===== src/hw/rtl/iir_df1_pkg.sv =====
// Shared types and constants for the third-order direct form I IIR filter.
// Used by the channel interfaces, the register bank, the MAC unit and the top level.
`timescale 1ns / 1ps

package iir_df1_pkg;

  localparam int SAMPLE_W  = 16;
  localparam int STAMP_W   = 32;
  localparam int COEF_W    = 18;
  localparam int FRAC_BITS = 14;

  // Filter order; the register map always holds b0..b3 and a1..a3.
  localparam int ORDER       = 3;
  localparam int NUM_REGS    = 7;
  localparam int A1_REG_IDX  = 4;

  localparam int NUM_TAPS = 2 * ORDER + 1;
  localparam int TAP_W    = $clog2(NUM_TAPS);
  localparam int PROD_W   = COEF_W + SAMPLE_W;
  localparam int ACC_W    = PROD_W + TAP_W;
  localparam int SH_W     = ACC_W - FRAC_BITS;

  localparam int APB_DATA_W = 32;
  localparam int APB_ADDR_W = 5;
  localparam int REG_IDX_W  = APB_ADDR_W - 2;

  localparam logic [TAP_W-1:0] LAST_TAP = TAP_W'(NUM_TAPS - 1);

  localparam logic signed [ACC_W-1:0] ROUND_HALF = ACC_W'(2 ** (FRAC_BITS - 1));
  localparam logic signed [SH_W-1:0]  SAT_MAX    = SH_W'(2 ** (SAMPLE_W - 1) - 1);
  localparam logic signed [SH_W-1:0]  SAT_MIN    = SH_W'(-(2 ** (SAMPLE_W - 1)));

  typedef logic signed [SAMPLE_W-1:0] sample_t;
  typedef logic [STAMP_W-1:0]         stamp_t;
  typedef logic signed [COEF_W-1:0]   coef_t;
  typedef coef_t [NUM_REGS-1:0]       coef_bank_t;
  typedef logic signed [ACC_W-1:0]    acc_t;

  typedef struct packed {
    logic clear;
    logic issue;
    logic sub;
  } mac_ctrl_t;

endpackage


===== src/hw/rtl/iir_df1_if.sv =====
// Valid/ready channel interfaces for the filter's sample input and result output.
// Depends on iir_df1_pkg for the payload types.
`timescale 1ns / 1ps

interface iir_df1_in_if import iir_df1_pkg::*; ();
  logic    valid;
  logic    ready;
  sample_t sample_in;
  stamp_t  stamp_in;

  modport source (output valid, output sample_in, output stamp_in, input ready);
  modport sink   (input valid, input sample_in, input stamp_in, output ready);
endinterface

interface iir_df1_out_if import iir_df1_pkg::*; ();
  logic    valid;
  logic    ready;
  sample_t filtered_out;
  stamp_t  stamp_out;

  modport source (output valid, output filtered_out, output stamp_out, input ready);
  modport sink   (input valid, input filtered_out, input stamp_out, output ready);
endinterface


===== src/hw/rtl/iir_direct_form_one_filter.sv =====
// Third-order direct form I IIR filter with one shared multiply-accumulate unit.
// Each accepted input beat runs 7 MAC issues, one accumulate drain and one round/saturate
// step that registers the result, which waits while the previous result is not taken;
// a new beat is taken only once the filter is back in idle, as the multiplier is shared.
// Reset (rst_ni, async, active low) clears coefficients, delay lines and control.
// Depends on iir_df1_pkg, iir_df1_if, iir_df1_regs and iir_df1_mac.
`timescale 1ns / 1ps

module iir_direct_form_one_filter import iir_df1_pkg::*; (
  input  logic                  clk_i,
  input  logic                  rst_ni,
  iir_df1_in_if.sink            in_i,
  iir_df1_out_if.source         out_o,
  input  logic                  psel,
  input  logic                  penable,
  input  logic                  pwrite,
  input  logic [APB_ADDR_W-1:0] paddr,
  input  logic [APB_DATA_W-1:0] pwdata,
  output logic [APB_DATA_W-1:0] prdata,
  output logic                  pready
);

  typedef enum logic [1:0] {
    S_IDLE,
    S_MAC,
    S_DRAIN,
    S_RESULT
  } state_e;

  state_e             state_q;
  logic [TAP_W-1:0]   tap_q;
  sample_t            x_q;
  stamp_t             stamp_q;
  sample_t            xd_q [ORDER];
  sample_t            yd_q [ORDER];
  logic               out_valid_q;
  sample_t            out_data_q;
  stamp_t             out_stamp_q;

  coef_bank_t         coef;
  mac_ctrl_t          mac_ctrl;
  coef_t              coef_sel;
  sample_t            samp_sel;
  logic               sub_sel;
  acc_t               acc;
  acc_t               acc_rnd;
  logic signed [SH_W-1:0] acc_sh;
  sample_t            y_sat;
  logic               accept;
  logic               load;

  iir_df1_regs u_regs (
    .clk_i   (clk_i),
    .rst_ni  (rst_ni),
    .psel    (psel),
    .penable (penable),
    .pwrite  (pwrite),
    .paddr   (paddr),
    .pwdata  (pwdata),
    .prdata  (prdata),
    .pready  (pready),
    .coef_o  (coef)
  );

  assign in_i.ready = (state_q == S_IDLE);
  assign accept     = in_i.valid && in_i.ready;
  assign load       = (state_q == S_RESULT) && (!out_valid_q || out_o.ready);

  // Tap order: b0*x, then b1..bN on past inputs, then a1..aN on past outputs.
  always_comb begin
    coef_sel = coef[0];
    samp_sel = x_q;
    sub_sel  = 1'b0;
    for (int i = 0; i < ORDER; i++) begin
      if (tap_q == TAP_W'(i + 1)) begin
        coef_sel = coef[i + 1];
        samp_sel = xd_q[i];
      end
      if (tap_q == TAP_W'(ORDER + 1 + i)) begin
        coef_sel = coef[A1_REG_IDX + i];
        samp_sel = yd_q[i];
        sub_sel  = 1'b1;
      end
    end
  end

  assign mac_ctrl.clear = accept;
  assign mac_ctrl.issue = (state_q == S_MAC);
  assign mac_ctrl.sub   = sub_sel;

  iir_df1_mac u_mac (
    .clk_i    (clk_i),
    .rst_ni   (rst_ni),
    .ctrl_i   (mac_ctrl),
    .coef_i   (coef_sel),
    .sample_i (samp_sel),
    .acc_o    (acc)
  );

  // Round half up, drop the fraction, clamp to the sample range.
  always_comb begin
    acc_rnd = acc + ROUND_HALF;
    acc_sh  = acc_rnd[ACC_W-1:FRAC_BITS];
    if (acc_sh > SAT_MAX) begin
      y_sat = SAMPLE_W'(SAT_MAX);
    end else if (acc_sh < SAT_MIN) begin
      y_sat = SAMPLE_W'(SAT_MIN);
    end else begin
      y_sat = acc_sh[SAMPLE_W-1:0];
    end
  end

  always_ff @(posedge clk_i or negedge rst_ni) begin
    if (!rst_ni) begin
      state_q     <= S_IDLE;
      tap_q       <= '0;
      x_q         <= '0;
      stamp_q     <= '0;
      out_valid_q <= 1'b0;
      out_data_q  <= '0;
      out_stamp_q <= '0;
      for (int i = 0; i < ORDER; i++) begin
        xd_q[i] <= '0;
        yd_q[i] <= '0;
      end
    end else begin
      if (out_valid_q && out_o.ready) begin
        out_valid_q <= 1'b0;
      end
      unique case (state_q)
        S_IDLE: begin
          if (accept) begin
            x_q     <= in_i.sample_in;
            stamp_q <= in_i.stamp_in;
            tap_q   <= '0;
            state_q <= S_MAC;
          end
        end
        S_MAC: begin
          if (tap_q == LAST_TAP) begin
            state_q <= S_DRAIN;
          end else begin
            tap_q <= tap_q + TAP_W'(1);
          end
        end
        S_DRAIN: begin
          state_q <= S_RESULT;
        end
        S_RESULT: begin
          // Wait here while the previous result has not been taken.
          if (load) begin
            out_valid_q <= 1'b1;
            out_data_q  <= y_sat;
            out_stamp_q <= stamp_q;
            for (int i = ORDER - 1; i > 0; i--) begin
              xd_q[i] <= xd_q[i - 1];
              yd_q[i] <= yd_q[i - 1];
            end
            xd_q[0] <= x_q;
            yd_q[0] <= y_sat;
            state_q <= S_IDLE;
          end
        end
        default: begin
          state_q <= S_IDLE;
        end
      endcase
    end
  end

  assign out_o.valid        = out_valid_q;
  assign out_o.filtered_out = out_data_q;
  assign out_o.stamp_out    = out_stamp_q;

`ifndef ASSERT_OFF
  a_accept_starts_mac: assert property (@(posedge clk_i) disable iff (!rst_ni)
    accept |=> (state_q == S_MAC) && (tap_q == '0))
    else $error("accepted beat did not start the tap sequence at tap zero");

  a_tap_in_range: assert property (@(posedge clk_i) disable iff (!rst_ni)
    (state_q == S_MAC) |-> (tap_q <= LAST_TAP))
    else $error("tap counter ran past the last tap");

  a_drain_after_last_tap: assert property (@(posedge clk_i) disable iff (!rst_ni)
    (state_q == S_DRAIN) |-> ($past(state_q) == S_MAC) && ($past(tap_q) == LAST_TAP))
    else $error("drain entered before all taps were issued");

  a_load_sets_output: assert property (@(posedge clk_i) disable iff (!rst_ni)
    load |=> out_valid_q && (state_q == S_IDLE) && (yd_q[0] == out_data_q))
    else $error("result load did not present the fed-back output");
`endif

endmodule


===== src/hw/rtl/iir_df1_regs.sv =====
// APB coefficient register bank: b0..b3 and a1..a3, signed Q3.14.
// Depends on iir_df1_pkg.
`timescale 1ns / 1ps

module iir_df1_regs import iir_df1_pkg::*; (
  input  logic                  clk_i,
  input  logic                  rst_ni,
  input  logic                  psel,
  input  logic                  penable,
  input  logic                  pwrite,
  input  logic [APB_ADDR_W-1:0] paddr,
  input  logic [APB_DATA_W-1:0] pwdata,
  output logic [APB_DATA_W-1:0] prdata,
  output logic                  pready,
  output coef_bank_t            coef_o
);

  coef_bank_t           coef_q;
  logic [REG_IDX_W-1:0] reg_idx;
  logic                 wr_en;

  assign reg_idx = paddr[APB_ADDR_W-1:2];
  assign wr_en   = psel && penable && pwrite;
  assign pready  = 1'b1;
  assign coef_o  = coef_q;

  // Addresses past the last register write nothing and read as zero.
  always_ff @(posedge clk_i or negedge rst_ni) begin
    if (!rst_ni) begin
      coef_q <= '0;
    end else if (wr_en) begin
      for (int i = 0; i < NUM_REGS; i++) begin
        if (reg_idx == REG_IDX_W'(i)) begin
          coef_q[i] <= pwdata[COEF_W-1:0];
        end
      end
    end
  end

  always_comb begin
    prdata = '0;
    for (int i = 0; i < NUM_REGS; i++) begin
      if (reg_idx == REG_IDX_W'(i)) begin
        prdata = APB_DATA_W'(coef_q[i]);
      end
    end
  end

endmodule


===== src/hw/rtl/iir_df1_mac.sv =====
// Shared multiply-accumulate unit: one registered 18x16 product per cycle,
// added to or subtracted from the accumulator in the following cycle. Depends on iir_df1_pkg.
`timescale 1ns / 1ps

module iir_df1_mac import iir_df1_pkg::*; (
  input  logic      clk_i,
  input  logic      rst_ni,
  input  mac_ctrl_t ctrl_i,
  input  coef_t     coef_i,
  input  sample_t   sample_i,
  output acc_t      acc_o
);

  logic signed [PROD_W-1:0] prod_q;
  logic                     prod_vld_q;
  logic                     prod_sub_q;
  acc_t                     acc_q;
  acc_t                     prod_ext;

  always_ff @(posedge clk_i or negedge rst_ni) begin
    if (!rst_ni) begin
      prod_vld_q <= 1'b0;
      prod_sub_q <= 1'b0;
    end else begin
      prod_vld_q <= ctrl_i.issue;
      prod_sub_q <= ctrl_i.sub;
    end
  end

  always_ff @(posedge clk_i) begin
    prod_q <= coef_i * sample_i;
  end

  assign prod_ext = {{(ACC_W - PROD_W){prod_q[PROD_W-1]}}, prod_q};

  always_ff @(posedge clk_i or negedge rst_ni) begin
    if (!rst_ni) begin
      acc_q <= '0;
    end else if (ctrl_i.clear) begin
      acc_q <= '0;
    end else if (prod_vld_q) begin
      acc_q <= prod_sub_q ? acc_q - prod_ext : acc_q + prod_ext;
    end
  end

  assign acc_o = acc_q;

endmodule

===== src/flat_wrapper.sv =====
// flat-port wrapper written by rule: the top's interface ports become plain ports
module iir_direct_form_one_filter_flat import iir_df1_pkg::*;
  (clk_i, rst_ni, psel, penable, pwrite, paddr, pwdata, prdata, pready, in_i_valid, in_i_sample_in, in_i_stamp_in, in_i_ready, out_o_valid, out_o_filtered_out, out_o_stamp_out, out_o_ready);
  iir_df1_in_if in_i_i ();
  iir_df1_out_if out_o_i ();
  input  logic clk_i;
  input  logic rst_ni;
  input  logic psel;
  input  logic penable;
  input  logic pwrite;
  input  logic [APB_ADDR_W-1:0] paddr;
  input  logic [APB_DATA_W-1:0] pwdata;
  output logic [APB_DATA_W-1:0] prdata;
  output logic pready;
  input wire logic [$bits(in_i_i.valid)-1:0] in_i_valid;
  input wire logic [$bits(in_i_i.sample_in)-1:0] in_i_sample_in;
  input wire logic [$bits(in_i_i.stamp_in)-1:0] in_i_stamp_in;
  output wire logic [$bits(in_i_i.ready)-1:0] in_i_ready;
  output wire logic [$bits(out_o_i.valid)-1:0] out_o_valid;
  output wire logic [$bits(out_o_i.filtered_out)-1:0] out_o_filtered_out;
  output wire logic [$bits(out_o_i.stamp_out)-1:0] out_o_stamp_out;
  input wire logic [$bits(out_o_i.ready)-1:0] out_o_ready;
  assign in_i_i.valid = in_i_valid;
  assign in_i_i.sample_in = in_i_sample_in;
  assign in_i_i.stamp_in = in_i_stamp_in;
  assign in_i_ready = in_i_i.ready;
  assign out_o_valid = out_o_i.valid;
  assign out_o_filtered_out = out_o_i.filtered_out;
  assign out_o_stamp_out = out_o_i.stamp_out;
  assign out_o_i.ready = out_o_ready;
  iir_direct_form_one_filter u_core (.clk_i(clk_i), .rst_ni(rst_ni), .in_i(in_i_i), .out_o(out_o_i), .psel(psel), .penable(penable), .pwrite(pwrite), .paddr(paddr), .pwdata(pwdata), .prdata(prdata), .pready(pready));
endmodule

===== config.mk =====
export PLATFORM = sky130hd
export DESIGN_NAME = iir_direct_form_one_filter_flat
export DESIGN_NICKNAME = d
export VERILOG_FILES = /design/src/hw/rtl/iir_df1_pkg.sv /design/src/hw/rtl/iir_df1_if.sv /design/src/hw/rtl/iir_direct_form_one_filter.sv /design/src/hw/rtl/iir_df1_regs.sv /design/src/hw/rtl/iir_df1_mac.sv /design/src/flat_wrapper.sv
export SDC_FILE = /design/constraint.sdc
export NUM_CORES = 2
export LEC_CHECK = 0
export BUFFER_PORTS_ARGS = -buffer_cell sky130_fd_sc_hd__buf_2
export CORE_MARGIN = 4
export CORE_UTILIZATION = 63
export DETAILED_ROUTE_END_ITERATION = 10
export PLACE_DENSITY = 0.82
export SYNTH_ARGS = -nofsm -noshare
export SYNTH_HDL_FRONTEND = slang
export SYNTH_SLANG_ARGS = --single-unit

===== constraint.sdc =====
create_clock -name clk_i -period 9.85 [get_ports clk_i]
set_input_delay 0.985 -clock clk_i [delete_from_list [all_inputs] [get_ports clk_i]]
set_output_delay 0.985 -clock clk_i [all_outputs]
set_load 0.01 [all_outputs]

==> impl_metrics.tcl <==
set metrics [dict create \
    slowest_delay_ps 740 \
    grt_pass1_wl_um 130800 \
    dpl_cell_area_um2 32290 \
    h-tree-depth 2 \
    hold_path_class "in2async" \
    nFillCells 3701 \
    critPathMaxFanout 13 \
    period_needed_ps 8951 \
    yosys_warnings 0 \
    synthTopCellsByArea "dfrtp_1 28%, fa_1 19%, nand2_1 8.4%, ha_1 5.4%, inv_1 4.9%" \
    crit_path_start_kind "flip-flop" \
    numCtsBuffers 42 \
    critical_path_required_ps 10340 \
    wirelength_um 78700 \
    num_io_pins 175 \
    max_freq_mhz 111.7 \
    status "completed" \
    area_delta_synth_final_pct 8.708 \
    seq_area_um2 9364 \
    drive_gt1_frac 0.1227 \
    synth_top_area_cell "dfrtp_1" \
    grt_pass1_vias 25780 \
    tightestPinTransition_ps 1244 \
    crit_path_end_kind "flip-flop" \
    drtAntennaViolNets 0 \
    drt-wirelength-per-cell_um 18.41 \
    drc 0 \
    start_util 0.6361 \
    pre_cts_ws_ps 951.3 \
    synthArstFlopShare 0.9108 \
    r2r_setup_slack_ps 900 \
    synth_top_area_frac 0.2800 \
    arrival_ps 9440 \
    core-area_um2 48750 \
    fin_nets 4091 \
    finalHoldViolCount 0 \
    setup_tns_ps 0 \
    grt_max_degree 100 \
    dp_hpwl_um 57160 \
    netlist_instances 3502 \
    critPathKind "reg2reg" \
    ys_seq_area_frac 0.3020 \
    track_usage 0.3038 \
    worst_skew_pair.late_latency_ps 590 \
    reg2reg_from "u_core.tap_q[1]$_DFFE_PN0P_" \
    grt-ovfl-total 0 \
    synthesis.area_um2 31010 \
    ys_ff_latch 381 \
    clock_sink_count 381 \
    cts_resized 0 \
    dieArea_um2 52830 \
    setup_viol 0 \
    synth-edff-count 0 \
    rows 81 \
    cts.path.max_buffers 3 \
    worst-r2r-cell-count 31 \
    synthFlopType "dfrtp_1" \
    port_buffers 157 \
    clkTransAtPathRegs_ps 60 \
    grt_antenna_before_repair 3 \
    die-height_um 229.9 \
    finalInstanceArea_um2 33710 \
    finalCritPeriodShare 0.9088 \
    cts_tree "yes" \
    synth_cell_types 77 \
    cp_common_cell "fa_1" \
    drt_iter0_drc 2339 \
    fin_ws_ps 898.6 \
    multi_input_area_um2 19320 \
    dr.pass1.iters 6 \
    slew_violations 0 \
    relSlewSlack 0.1705 \
    vias 25080 \
    avgSynthCellArea_um2 8.854 \
    synth_nets 4018 \
    die_w_um 229.9 \
    rsz0062_at_grt "no" \
    r2r-end "u_core.u_mac.prod_q[30]$_DFF_P_" \
    post-cts-setup-buffers 0 \
    worst_clock_skew_ps 28.15 \
    viasPerCell 5.865 \
    ctsHoldBuffers 0 \
    gp_congestion 0.9409 \
    cp_slowest_cell "o21ai_1" \
    maxCapViolCount 0 \
    cts-root-buf "clkbuf_16" \
]
area by class of cell:
cell class                 instances  share of cell area
multi-input combinational       2529              0.5731
sequential                       381              0.2778
inverter                         406             0.04521
timing repair buffer             215             0.03727
clock buffer                      62             0.03701
tap                              664             0.02465
clock inverter                    16            0.004788
antenna                            2           0.0001485
sequential cells by signal, summed over array words and instances, names as in the netlist:
signal	flops
u_core.u_mac.prod_vld_q	1
u_core.out_o.stamp_out	32
u_core.out_o.filtered_out	16
u_core.x_q	16
u_core.u_mac.prod_sub_q	1
u_core.state_q	2
u_core.stamp_q	32
u_core.yd_q	32
u_core.u_mac.acc_o	37
u_core.u_regs.coef_o	126
u_core.out_o.valid	1
u_core.xd_q	48
u_core.tap_q	3
u_core.u_mac.prod_q	34
layer usage:
| layer | GRT usage | wire, um |
|---|---|---|
| met2 | 0.5050 | 37230 |
| met3 | 0.05761 | 7111 |
| met1 | 0.3919 | 30360 |
| met4 | 0.1321 | 3988 |
| met5 | 0 | 13 |
synth_stat cells (21+ instances only):
library cell / n
nand2_1: 691
inv_1: 405
nor2_1: 363
dfrtp_1: 347
fa_1: 291
a21oi_1: 195
ha_1: 133
mux2_2: 130
clkbuf_1: 110
a211oi_1: 80
mux2i_1: 75
xnor2_1: 75
o21ai_0: 68
buf_4: 34
dfxtp_1: 34
nand3_1: 34
o21a_1: 31
xor2_1: 29
nor2b_1: 28
nor3_1: 28
nand2b_1: 27
o21ai_1: 23
a22o_1: 22
buf_1: 21
logic make-up (layout without fill, tap and decap cells):
logic type      Yosys count  count (layout)  synth area share
buf+inv                 592             699           0.07663
flops                   381             381            0.3020
other cells               1               3         0.0001209
xor+xnor                104             104           0.02938
mux                     205             205           0.07142
simple gates           1263            1263            0.1706
compound gates          532             532            0.1083
fa+ha+maj               424             424            0.2415
how the worst max path moves through the flow:
stage | cells after the start | slack, ps | endpoint | start
floorplan | 31 | 2080 | u_core.u_mac.prod_q[33]$_DFF_P_ | u_core.tap_q[0]$_DFFE_PN0P_
global placement | 30 | 1150 | u_core.u_mac.prod_q[33]$_DFF_P_ | u_core.tap_q[1]$_DFFE_PN0P_
detailed placement | 30 | 950 | u_core.u_mac.prod_q[33]$_DFF_P_ | u_core.tap_q[1]$_DFFE_PN0P_
CTS | 30 | 880 | u_core.u_mac.prod_q[33]$_DFF_P_ | u_core.tap_q[1]$_DFFE_PN0P_
global route | 30 | 220 | u_core.u_mac.prod_q[33]$_DFF_P_ | u_core.tap_q[1]$_DFFE_PN0P_
finish | 31 | 900 | u_core.u_mac.prod_q[30]$_DFF_P_ | u_core.tap_q[1]$_DFFE_PN0P_
critical path, delay by kind of cell (launching register included):
family,cells,cell delay (ps)
adders and majority gates,8,3570
AOI/OAI and AO/OA,9,2460
and+or+nand+nor,6,1210
buffers and inverters,6,840
DFF,1,430
xor gates and xnor gates,1,170
muxes,1,160
through the flow:
stage	std cells	hold WS, ps	utilization
4_1_cts	4273	465.4	0.6914
2_1_floorplan	3502	438.6	-
3_3_place_gp	4195	444.6	0.6625
3_5_place_dp	4195	456.8	0.6625
6_report	4275	456.2	0.6915
5_1_grt	4275	493.3	0.6915
layout by cell type (no fill, tap or decap), types with 11 or more instances in the layout:
master / synthesis / routed
nor3_1: 28 / 28
a22o_1: 22 / 22
clkbuf_16: 0 / 43
o22a_1: 14 / 14
nand2b_1: 27 / 27
nand4_1: 11 / 11
and3_1: 12 / 12
and2_1: 17 / 14
nand2_1: 691 / 687
inv_1: 405 / 405
mux2_2: 130 / 130
fa_1: 291 / 291
nand3_1: 34 / 34
buf_4: 34 / 56
ha_1: 133 / 132
dfrtp_1: 347 / 347
o21ai_1: 23 / 24
a21o_1: 18 / 18
o21bai_1: 12 / 12
xnor2_1: 75 / 75
mux2i_1: 75 / 75
xor2_1: 29 / 29
o21ai_0: 68 / 67
nor2_1: 363 / 363
a31oi_1: 15 / 15
o21a_1: 31 / 31
dfxtp_1: 34 / 34
a211oi_1: 80 / 80
nor2b_1: 28 / 26
a21oi_1: 195 / 195
buf_2: 20 / 156
Power is not shown: default switching activity piles up to over one toggle a cycle in this logic, so the estimate is an artifact.
